**src/rtl/core/zcpe_pkg.sv**
```systemverilog
// Shared types and constants for the zone crossing period estimator.
package zcpe_pkg;

    localparam int unsigned CfgWidth    = 16;
    localparam int unsigned OffsetWidth = 16;
    localparam int unsigned PeriodWidth = 16;
    localparam int unsigned CountWidth  = 2;
    localparam int unsigned NowWidth    = 32;
    localparam int unsigned SumWidth    = PeriodWidth + 2;

    localparam logic [CountWidth-1:0] HistDepth = CountWidth'(3);
    localparam logic [CountWidth-1:0] MinForAvg = CountWidth'(2);

    // x / 3 == (x * ceil(2^19 / 3)) >> 19, exact for every 18-bit x
    localparam int unsigned Div3Shift = 19;
    localparam logic [SumWidth-1:0] Div3Mult = SumWidth'(174763);

    typedef enum logic [1:0] {
        CFG_ENTER_THRESHOLD = 2'd0,
        CFG_EXIT_THRESHOLD  = 2'd1,
        CFG_MIN_PERIOD      = 2'd2,
        CFG_MAX_PERIOD      = 2'd3
    } t_cfg_idx;

    typedef enum logic {
        CMD_FRAME   = 1'b0,
        CMD_RESTART = 1'b1
    } t_cmd;

    typedef struct packed {
        logic restart;
        logic rising;
    } t_hist_ctl;

    typedef struct packed {
        logic [CountWidth-1:0]  held;
        logic [PeriodWidth-1:0] p0;
        logic [PeriodWidth-1:0] p1;
        logic [PeriodWidth-1:0] p2;
    } t_hist;

endpackage

```
**src/rtl/core/zcpe_zone.sv**
```systemverilog
// Hysteresis zone flag and rising edge detect.
module zcpe_zone
    import zcpe_pkg::*;
(
    input  logic                   i_clk,
    input  logic                   i_rst_n,
    input  logic                   i_fire,
    input  logic                   i_cmd,
    input  logic                   i_enough_samples,
    input  logic [OffsetWidth-1:0] i_pixel_offset,
    input  logic [CfgWidth-1:0]    i_enter_threshold,
    input  logic [CfgWidth-1:0]    i_exit_threshold,
    output logic                   o_zone_next,
    output t_hist_ctl              o_ctl
);

    logic r_zone;
    logic n_zone;
    logic now_in;
    logic is_restart;

    assign is_restart = (t_cmd'(i_cmd) == CMD_RESTART);
    assign now_in     = i_pixel_offset < i_enter_threshold;

    always_comb begin
        n_zone = r_zone;
        if (is_restart) begin
            n_zone = 1'b0;
        end else if (i_enough_samples) begin
            // enter test wins when the thresholds cross
            if (now_in) begin
                n_zone = 1'b1;
            end else if (i_pixel_offset > i_exit_threshold) begin
                n_zone = 1'b0;
            end
        end
    end

    assign o_ctl.restart = is_restart;
    assign o_ctl.rising  = !is_restart && i_enough_samples && now_in && !r_zone;
    assign o_zone_next   = n_zone;

    always_ff @(posedge i_clk) begin
        if (!i_rst_n) begin
            r_zone <= 1'b0;
        end else if (i_fire) begin
            r_zone <= n_zone;
        end
    end

endmodule

```
**src/rtl/core/zcpe_hist.sv**
```systemverilog
// Entry timestamp, period window check and three-deep period history.
module zcpe_hist
    import zcpe_pkg::*;
#(
    parameter int unsigned TIMESTAMP_BITS = 32
) (
    input  logic                      i_clk,
    input  logic                      i_rst_n,
    input  logic                      i_fire,
    input  t_hist_ctl                 i_ctl,
    input  logic [TIMESTAMP_BITS-1:0] i_now,
    input  logic [CfgWidth-1:0]       i_min_period,
    input  logic [CfgWidth-1:0]       i_max_period,
    output t_hist                     o_hist_next
);

    logic                      r_have_last;
    logic [TIMESTAMP_BITS-1:0] r_last;
    t_hist                     r_hist;

    logic                      n_have_last;
    logic [TIMESTAMP_BITS-1:0] n_last;
    t_hist                     n_hist;

    logic [TIMESTAMP_BITS-1:0] period;
    logic                      in_window;

    // wraps modulo 2^TIMESTAMP_BITS
    assign period    = i_now - r_last;
    assign in_window = (period >= TIMESTAMP_BITS'(i_min_period)) &&
                       (period <= TIMESTAMP_BITS'(i_max_period));

    always_comb begin
        n_have_last = r_have_last;
        n_last      = r_last;
        n_hist      = r_hist;
        if (i_ctl.restart) begin
            n_have_last = 1'b0;
            n_hist.held = '0;
        end else if (i_ctl.rising) begin
            if (r_have_last) begin
                if (in_window) begin
                    n_hist.p2 = r_hist.p1;
                    n_hist.p1 = r_hist.p0;
                    n_hist.p0 = period[PeriodWidth-1:0];
                    if (r_hist.held != HistDepth) begin
                        n_hist.held = r_hist.held + CountWidth'(1);
                    end
                end else begin
                    n_hist.held = '0;
                end
            end
            n_last      = i_now;
            n_have_last = 1'b1;
        end
    end

    assign o_hist_next = n_hist;

    // entries above the held count are never read
    always_ff @(posedge i_clk) begin
        if (!i_rst_n) begin
            r_have_last <= 1'b0;
            r_last      <= '0;
            r_hist      <= '0;
        end else if (i_fire) begin
            r_have_last <= n_have_last;
            r_last      <= n_last;
            r_hist      <= n_hist;
        end
    end

endmodule

```
**src/rtl/core/zcpe_avg.sv**
```systemverilog
// Truncated mean of 2-3 held periods, else zero; divide by 3 via reciprocal multiply.
module zcpe_avg
    import zcpe_pkg::*;
(
    input  t_hist                  i_hist,
    output logic                   o_valid,
    output logic [PeriodWidth-1:0] o_avg
);

    logic [SumWidth-1:0]   sum;
    logic [2*SumWidth-1:0] prod;

    always_comb begin
        sum = SumWidth'(i_hist.p0) + SumWidth'(i_hist.p1);
        if (i_hist.held == HistDepth) begin
            sum = sum + SumWidth'(i_hist.p2);
        end
    end

    assign prod    = sum * Div3Mult;
    assign o_valid = (i_hist.held >= MinForAvg);

    always_comb begin
        o_avg = '0;
        if (i_hist.held == HistDepth) begin
            o_avg = prod[Div3Shift +: PeriodWidth];
        end else if (i_hist.held == MinForAvg) begin
            o_avg = sum[PeriodWidth:1];
        end
    end

endmodule

```
**src/rtl/core/zone_crossing_period_estimator_core.sv**
```systemverilog
// Top level of the zone crossing period estimator: input stage, tracking logic, result stage.
//
//  channel | direction | handshake                    | payload
//  --------+-----------+------------------------------+----------------------------------------
//  in      | in        | i_in_valid / o_in_stall      | i_cmd i_enough_samples i_pixel_offset
//          |           |                              | i_now_ms
//  out     | out       | o_out_valid / i_out_stall    | o_in_zone o_zone_entry o_period_valid
//          |           |                              | o_avg_period_ms o_period_count
//  cfg     | in        | i_cfg_we (no wait)           | i_cfg_index i_cfg_wdata
//
// One beat per cycle sustained while the result is not stalled; a result passes through the input
// register, then tracking logic into the result register.
// Tracking state updates when a beat moves from the input register to the result register.
// Reset (synchronous, active low) empties both stages, clears tracking, loads default thresholds.
// A stalled result holds the result register; the input register then fills and o_in_stall rises.
module zone_crossing_period_estimator_core
    import zcpe_pkg::*;
#(
    parameter int unsigned TIMESTAMP_BITS = 32
) (
    input  logic                   i_clk,
    input  logic                   i_rst_n,

    input  logic                   i_in_valid,
    output logic                   o_in_stall,
    input  logic                   i_cmd,
    input  logic                   i_enough_samples,
    input  logic [OffsetWidth-1:0] i_pixel_offset,
    input  logic [NowWidth-1:0]    i_now_ms,

    output logic                   o_out_valid,
    input  logic                   i_out_stall,
    output logic                   o_in_zone,
    output logic                   o_zone_entry,
    output logic                   o_period_valid,
    output logic [PeriodWidth-1:0] o_avg_period_ms,
    output logic [CountWidth-1:0]  o_period_count,

    input  logic                   i_cfg_we,
    input  logic [1:0]             i_cfg_index,
    input  logic [CfgWidth-1:0]    i_cfg_wdata
);

    localparam int unsigned ExtWidth = (TIMESTAMP_BITS > NowWidth) ? TIMESTAMP_BITS : NowWidth;

    // configuration
    logic [CfgWidth-1:0] r_enter_threshold;
    logic [CfgWidth-1:0] r_exit_threshold;
    logic [CfgWidth-1:0] r_min_period;
    logic [CfgWidth-1:0] r_max_period;

    always_ff @(posedge i_clk) begin
        if (!i_rst_n) begin
            r_enter_threshold <= CfgWidth'(160);
            r_exit_threshold  <= CfgWidth'(320);
            r_min_period      <= CfgWidth'(100);
            r_max_period      <= CfgWidth'(2000);
        end else if (i_cfg_we) begin
            unique case (t_cfg_idx'(i_cfg_index))
                CFG_ENTER_THRESHOLD: r_enter_threshold <= i_cfg_wdata;
                CFG_EXIT_THRESHOLD:  r_exit_threshold  <= i_cfg_wdata;
                CFG_MIN_PERIOD:      r_min_period      <= i_cfg_wdata;
                CFG_MAX_PERIOD:      r_max_period      <= i_cfg_wdata;
            endcase
        end
    end

    // input stage
    logic                   r_in_valid;
    logic                   r_cmd;
    logic                   r_enough;
    logic [OffsetWidth-1:0] r_offset;
    logic [NowWidth-1:0]    r_now;

    logic advance;
    logic fire;
    logic in_take;

    assign advance    = !o_out_valid || !i_out_stall;
    assign fire       = r_in_valid && advance;
    assign o_in_stall = r_in_valid && !advance;
    assign in_take    = i_in_valid && !o_in_stall;

    always_ff @(posedge i_clk) begin
        if (!i_rst_n) begin
            r_in_valid <= 1'b0;
        end else if (in_take) begin
            r_in_valid <= 1'b1;
        end else if (fire) begin
            r_in_valid <= 1'b0;
        end
    end

    always_ff @(posedge i_clk) begin
        if (in_take) begin
            r_cmd    <= i_cmd;
            r_enough <= i_enough_samples;
            r_offset <= i_pixel_offset;
            r_now    <= i_now_ms;
        end
    end

    // tracking
    logic                      zone_next;
    t_hist_ctl                 ctl;
    t_hist                     hist_next;
    logic [ExtWidth-1:0]       now_ext;
    logic [TIMESTAMP_BITS-1:0] now_ts;
    logic                      avg_valid;
    logic [PeriodWidth-1:0]    avg;

    assign now_ext = ExtWidth'(r_now);
    assign now_ts  = now_ext[TIMESTAMP_BITS-1:0];

    zcpe_zone u_zone (
        .i_clk             (i_clk),
        .i_rst_n           (i_rst_n),
        .i_fire            (fire),
        .i_cmd             (r_cmd),
        .i_enough_samples  (r_enough),
        .i_pixel_offset    (r_offset),
        .i_enter_threshold (r_enter_threshold),
        .i_exit_threshold  (r_exit_threshold),
        .o_zone_next       (zone_next),
        .o_ctl             (ctl)
    );

    zcpe_hist #(
        .TIMESTAMP_BITS (TIMESTAMP_BITS)
    ) u_hist (
        .i_clk        (i_clk),
        .i_rst_n      (i_rst_n),
        .i_fire       (fire),
        .i_ctl        (ctl),
        .i_now        (now_ts),
        .i_min_period (r_min_period),
        .i_max_period (r_max_period),
        .o_hist_next  (hist_next)
    );

    zcpe_avg u_avg (
        .i_hist  (hist_next),
        .o_valid (avg_valid),
        .o_avg   (avg)
    );

    // result stage
    logic                   r_out_valid;
    logic                   r_in_zone;
    logic                   r_zone_entry;
    logic                   r_period_valid;
    logic [PeriodWidth-1:0] r_avg;
    logic [CountWidth-1:0]  r_count;

    always_ff @(posedge i_clk) begin
        if (!i_rst_n) begin
            r_out_valid <= 1'b0;
        end else if (advance) begin
            r_out_valid <= r_in_valid;
        end
    end

    always_ff @(posedge i_clk) begin
        if (fire) begin
            r_in_zone      <= zone_next;
            r_zone_entry   <= ctl.rising;
            r_period_valid <= avg_valid;
            r_avg          <= avg;
            r_count        <= hist_next.held;
        end
    end

    assign o_out_valid     = r_out_valid;
    assign o_in_zone       = r_in_zone;
    assign o_zone_entry    = r_zone_entry;
    assign o_period_valid  = r_period_valid;
    assign o_avg_period_ms = r_avg;
    assign o_period_count  = r_count;

endmodule

```
**config.mk**
```make
export PLATFORM = sky130hd
export DESIGN_NAME = zone_crossing_period_estimator_core
export DESIGN_NICKNAME = d
export VERILOG_FILES = /design/src/rtl/core/zcpe_pkg.sv /design/src/rtl/core/zcpe_zone.sv /design/src/rtl/core/zcpe_hist.sv /design/src/rtl/core/zcpe_avg.sv /design/src/rtl/core/zone_crossing_period_estimator_core.sv
export SDC_FILE = /design/constraint.sdc
export NUM_CORES = 1
export LEC_CHECK = 0
export BUFFER_PORTS_ARGS = -buffer_cell sky130_fd_sc_hd__buf_2
export CORE_ASPECT_RATIO = 0.8
export CORE_MARGIN = 3
export CORE_UTILIZATION = 60
export DETAILED_ROUTE_END_ITERATION = 10
export HOLD_SLACK_MARGIN = 0.15
export PLACE_DENSITY_LB_ADDON = 0.1
export SYNTH_ARGS = -nofsm -noshare
export SYNTH_HDL_FRONTEND = slang
export SYNTH_HIERARCHICAL = 1
export SYNTH_SLANG_ARGS = --single-unit
```
**constraint.sdc**
```tcl
create_clock -name i_clk -period 26.5 [get_ports i_clk]
set_clock_uncertainty 0.15 [all_clocks]
set_input_delay 1.325 -clock i_clk [delete_from_list [all_inputs] [get_ports i_clk]]
set_output_delay 1.325 -clock i_clk [all_outputs]
set_load 0.05 [all_outputs]
```
[After elaboration in Yosys (flattened, before gate mapping)]
Cells that the tools add are included.
Word-level totals
  bits in registers: 221
  input bits: 73
  output and inout port bits: 23
  word-level logic and storage cells: 80
Cells by class
  add/sub/neg operators: 4
  $mul: 1
  magnitude comparators: 5
  eq/ne operators: 6
  mux-type cells: 18
  bitwise logic cells: 1
  reductions and logical operators: 23
Operators with widths (number)
  $mux W50: 2
  $mux W48: 2
  $mul A18 B18 Y35 const B: 1
  $ge A32 B16 Y1: 1
  $le A32 B16 Y1: 1
  $mux W16: 2
  $sub A32 B32 Y32: 1
  $add A18 B16 Y18: 1
  $mux W18: 1
  $add A16 B16 Y17: 1
  $gt A16 B16 Y1: 1
  $lt A16 B16 Y1: 1
  $reduce_and A2 Y1: 5
  $eq A2 B2 Y1 const B: 4
  $mux W1: 8
  $logic_and A1 B1 Y1: 7
  $logic_not A1 Y1: 6
  $mux W2: 3
  $reduce_bool A2 Y1: 2
  $reduce_and A3 Y1: 1
  $add A2 B1 Y2 const B: 1
  $eq A2 B1 Y1 const B: 1
  $ge A2 B2 Y1 const B: 1
  $logic_not A2 Y1: 1
  3 further kinds: 3

[Logic depth before layout (Yosys ltp)]
  depth after elaboration: 12
  mapped depth: 63
  gate-level depth less buffers: 61

[By module]
The synthesis kept the hierarchy.
Modules (own cells, without submodules)
  zcpe_avg: times used 1, cells an instance 883, area each 7519.7 um2, sequential area each 0.0 um2
  zcpe_hist: times used 1, cells an instance 852, area each 6810.3 um2, sequential area each 1661.6 um2
  zone_crossing_period_estimator_core: times used 1, cells an instance 321, area each 4667.0 um2, sequential area each 3453.3 um2
  zcpe_zone: times used 1, cells an instance 119, area each 852.1 um2, sequential area each 20.0 um2

[Worst setup path before layout]
Ideal clock, no wire load.
  path type: register to register
  start: register r_now[4], in the netlist now_ext[4]
  end: register r_avg[6], in the netlist o_avg_period_ms[6] (data pin)
  library setup time: 0.261 ns
  data arrival time: 12.103 ns
  required time: 26.089 ns
  slack: 13.985 ns
  stages on the path, launching flop included: 61
  buffers on the path: 2
  period minus slack after synthesis: 12.515 ns
  path through: edfxtp_1 -> ha_1 -> a21o_1 -> a31oi_2 -> a21boi_0 -> o21ai_0 -> a21oi_1 -> o211ai_1 -> nand2_1 -> xor2_1 -> ha_1 -> nand4_1 -> nor4_1 -> a221oi_1 -> a22o_1 -> nor3b_1 -> o211ai_2 -> nor4b_4 -> [25 not listed] -> fa_1 -> inv_1 -> fa_1 -> fa_1 -> inv_1 -> fa_1 -> inv_1 -> ha_1 -> a211oi_1 -> o21ai_0 -> a21oi_1 -> nand2_1 -> a21o_1 -> a21o_1 -> a21oi_1 -> nand2b_1 -> or3b_1 -> a31oi_1
RTL lines
  start, declared: line zone_crossing_period_estimator_core.sv:73  | logic [NowWidth-1:0] r_now;
  start signal, assigned: line zone_crossing_period_estimator_core.sv:99  | r_now <= i_now_ms;
  end signal, assigned: line zone_crossing_period_estimator_core.sv:168  | r_avg <= avg;
  end, declared: line zone_crossing_period_estimator_core.sv:152  | logic [PeriodWidth-1:0] r_avg;

==> flow_summary.toml <==
[route]
drt_iter0_markers = 1047
ant_nets = 0
first_pass_iters = 5
viasPerCell = 5.67
wl_per_cell_um = 18.1
drc = 0
wl_um = 48500
vias = 15200

[sta]
hold_violations = 0
fmax_mhz = 64.6
finalCritPeriodShare = 0.585
tightest_slew_ns = 1.23
finalSetupViolations = 0
drv_slew = 0
max_slew_margin = 0.177
layout_setup_ws_ns = 11.01
rsz0062_at_grt = "false"
fin_tns_setup_ns = 0
fin_crit_ns = 15.49

[global_routing]
grt.total_usage = 0.277
grt_pass1_vias = 15200
grt_max_degree = 60
antenna_found_initial = 0
overflow = 0
grt_pass1_wl_um = 79600

[critical_path]
crit_start = "now_ext[1]$_DFFE_PP_"
arrival_ns = 15.62
critical_path.max_fanout = 48
cp-end-kind = "register"
max_stage_delay_ns = 0.76
crit_type = "register to register"
timing.rr.start = "now_ext[1]$_DFFE_PP_"
path_common_cell = "ha_1"
path_buf_inv = 4
cp.required_ns = 26.63
crit_family = "compound AO/OA/AOI/OAI gates"
start_kind = "register"
critPathSlowestCell = "and3_4"

[logic_synthesis]
avgSynthCellArea_um2 = 9.13
ys_types = 89
synth_area_leaders = "ha_1 (17%), dfxtp_1 (15%), fa_1 (11%), edfxtp_1 (11%), inv_1 (6.9%)"
synth_flop_cell = "dfxtp_1"
synth.top_cell.area_share = 0.175
synth_edf_count = 71
syn_inst = 2175
synth_top_area_cell = "ha_1"
syn_area_um2 = 19800
yosysWarnings = 6
ys_seq_elements = 221
ys_seq_area_frac = 0.259
synth_fp_nets = 2636
async_flop_share = 0

[clock_network]
hold_buffers = 0
cts-root-buf = "clkbuf_16"
cts_tree = "yes"
cts.htree.levels = 1
cts_setup_buffers = 0
cts_max_path_buffers = 3
cts_sinks = 221
ctsResizeCount = 0
cts_buffers = 25
clkLatencyLatePin_ns = 0.54
path_clk_slew_ns = 0.06

[floorplanning]
ios = 96
coreArea_um2 = 32000
die_h_um = 169
die_x_um = 209
start_util = 0.620
rows = 58
die_area_um2 = 35300

[power]
power.leakage_nw = 10.2
power_density_nw_per_um2 = 39.1
vdd_drop_max_mv = 0.0504

[cells_and_area]
nets = 2697
area_growth_pct = 7.71
diodes = 0
final_cell_mix = "inv_1 (367), ha_1 (277), nand2_1 (270), dfxtp_1 (150), a21oi_1 (125)"
final_common_cell = "inv_1"
drive_above_1_share = 0.104

[placement]
place_hpwl_um = 38700
place_ws_ns = 11.47
routabilityCongestion = 0.932
io_buffer_count = 95

[flow_run]
maxCapViolCount = 0

[run_status]
status = "finished, final reports clean"

[hold_path]
hold_start = "u_hist/r_hist[10]$_SDFFE_PN0P_"
hp-class = "register to register"
==> flip-flops by register name, indices dropped and copies added (netlist names) <==
| name | cells |
|---|---|
| u_hist/r_have_last | 1 |
| o_zone_entry | 1 |
| o_in_zone | 1 |
| r_cmd | 1 |
| o_out_valid | 1 |
| r_exit_threshold | 16 |
| r_min_period | 16 |
| o_period_valid | 1 |
| now_ext | 32 |
| u_hist/r_hist | 50 |
| u_zone/r_zone | 1 |
| r_offset | 16 |
| u_hist/r_last | 32 |
| r_max_period | 16 |
| o_period_count | 2 |
| r_enter_threshold | 16 |
| r_in_valid | 1 |
| o_avg_period_ms | 16 |
| r_enough | 1 |
==> stage by stage <==
step / power [mW] / hold slack [ns] / instance area, µm² / util / cells
2_1_floorplan: 0.443 / 0.284 / 19800 / - / 2175
3_3_place_gp: 0.470 / 0.292 / 20500 / 0.641 / 2629
3_5_place_dp: 0.472 / 0.298 / 20500 / 0.641 / 2629
4_1_cts: 0.842 / 0.307 / 21400 / 0.668 / 2675
5_1_grt: 0.868 / 0.330 / 21400 / 0.668 / 2675
6_report: 0.835 / 0.306 / 21400 / 0.668 / 2675
==> worst paths after layout <==
check / to / slack, ns / cells after the start
worst max-delay path: o_avg_period_ms[12]$_DFFE_PP_ / 11.01 / 57
worst min-delay path: u_hist/r_hist[10]$_SDFFE_PN0P_ / 0.31 / 2
worst max register to register: o_avg_period_ms[12]$_DFFE_PP_ / 11.01 / 57
worst min register to register: u_hist/r_hist[10]$_SDFFE_PN0P_ / 0.31 / 2
==> synthesized netlist by cell type, types with 8 or more instances <==
master    instances
a211oi_1         11
a21o_1           29
a21oi_1         125
a31oi_1           8
and2_1           11
and3_1            8
buf_4            15
clkbuf_1         41
dfxtp_1         150
edfxtp_1         71
fa_1            111
ha_1            277
inv_1           367
mux2_2           30
mux2_4           20
mux2i_1         120
nand2_1         270
nand2b_1         11
nand3_1          29
nand4_1          31
nor2_1           81
nor2b_1          29
nor3_1           20
nor4_1            8
o211ai_1         14
o21a_1           18
o21ai_0          62
o21ai_1          13
or3_1             9
xnor2_1          33
xor2_1           28
==> cell type report <==
cell class / count / area (µm²)
multi-input cells: 1512 / 12900
fillers: 2650 / 10600
flip-flops and latches: 221 / 5130
inverters: 369 / 1390
clock buffers: 27 / 633
repair buffers: 107 / 568
well taps: 420 / 526
clock inverters: 19 / 238
==> layer usage <==
layer	up-vias	wire length, µm	global-route usage
li1	7480	-	-
met3	52	3880	0.0587
met5	-	0	0
met1	7182	24000	0.421
met2	453	19900	0.414
met4	0	681	0.0445
==> report_power, final <==
group	leakage, nW	internal (mW)	switching (mW)	total (mW)
combinational	7.92	0.0359	0.0651	0.101
sequential	1.89	0.360	0.00594	0.366
clock	0.426	0.223	0.145	0.368
total	10.2	0.619	0.216	0.835
==> worst register-to-register path, delay by kind of cell, from the launching register on <==
family                     cells  cell delay, ns
muxes                          2            0.96
AOI/OAI and AO/OA             22            4.70
and+or+nand+nor               14            2.96
xor gates and xnor gates       4            1.28
DFF                            1            0.42
buffers and inverters          4            0.21
adders and majority gates     11            4.54
==> logic make-up after synthesis <==
group | after synthesis | share of synthesized area
AOI/OAI and AO/OA | 351 | 0.113
xor gates and xnor gates | 63 | 0.0289
adders and majority gates | 388 | 0.287
buffers and inverters | 442 | 0.0924
DFF | 221 | 0.259
muxes | 170 | 0.0927
and+or+nand+nor | 540 | 0.128
(Power assumes the default switching activity.)
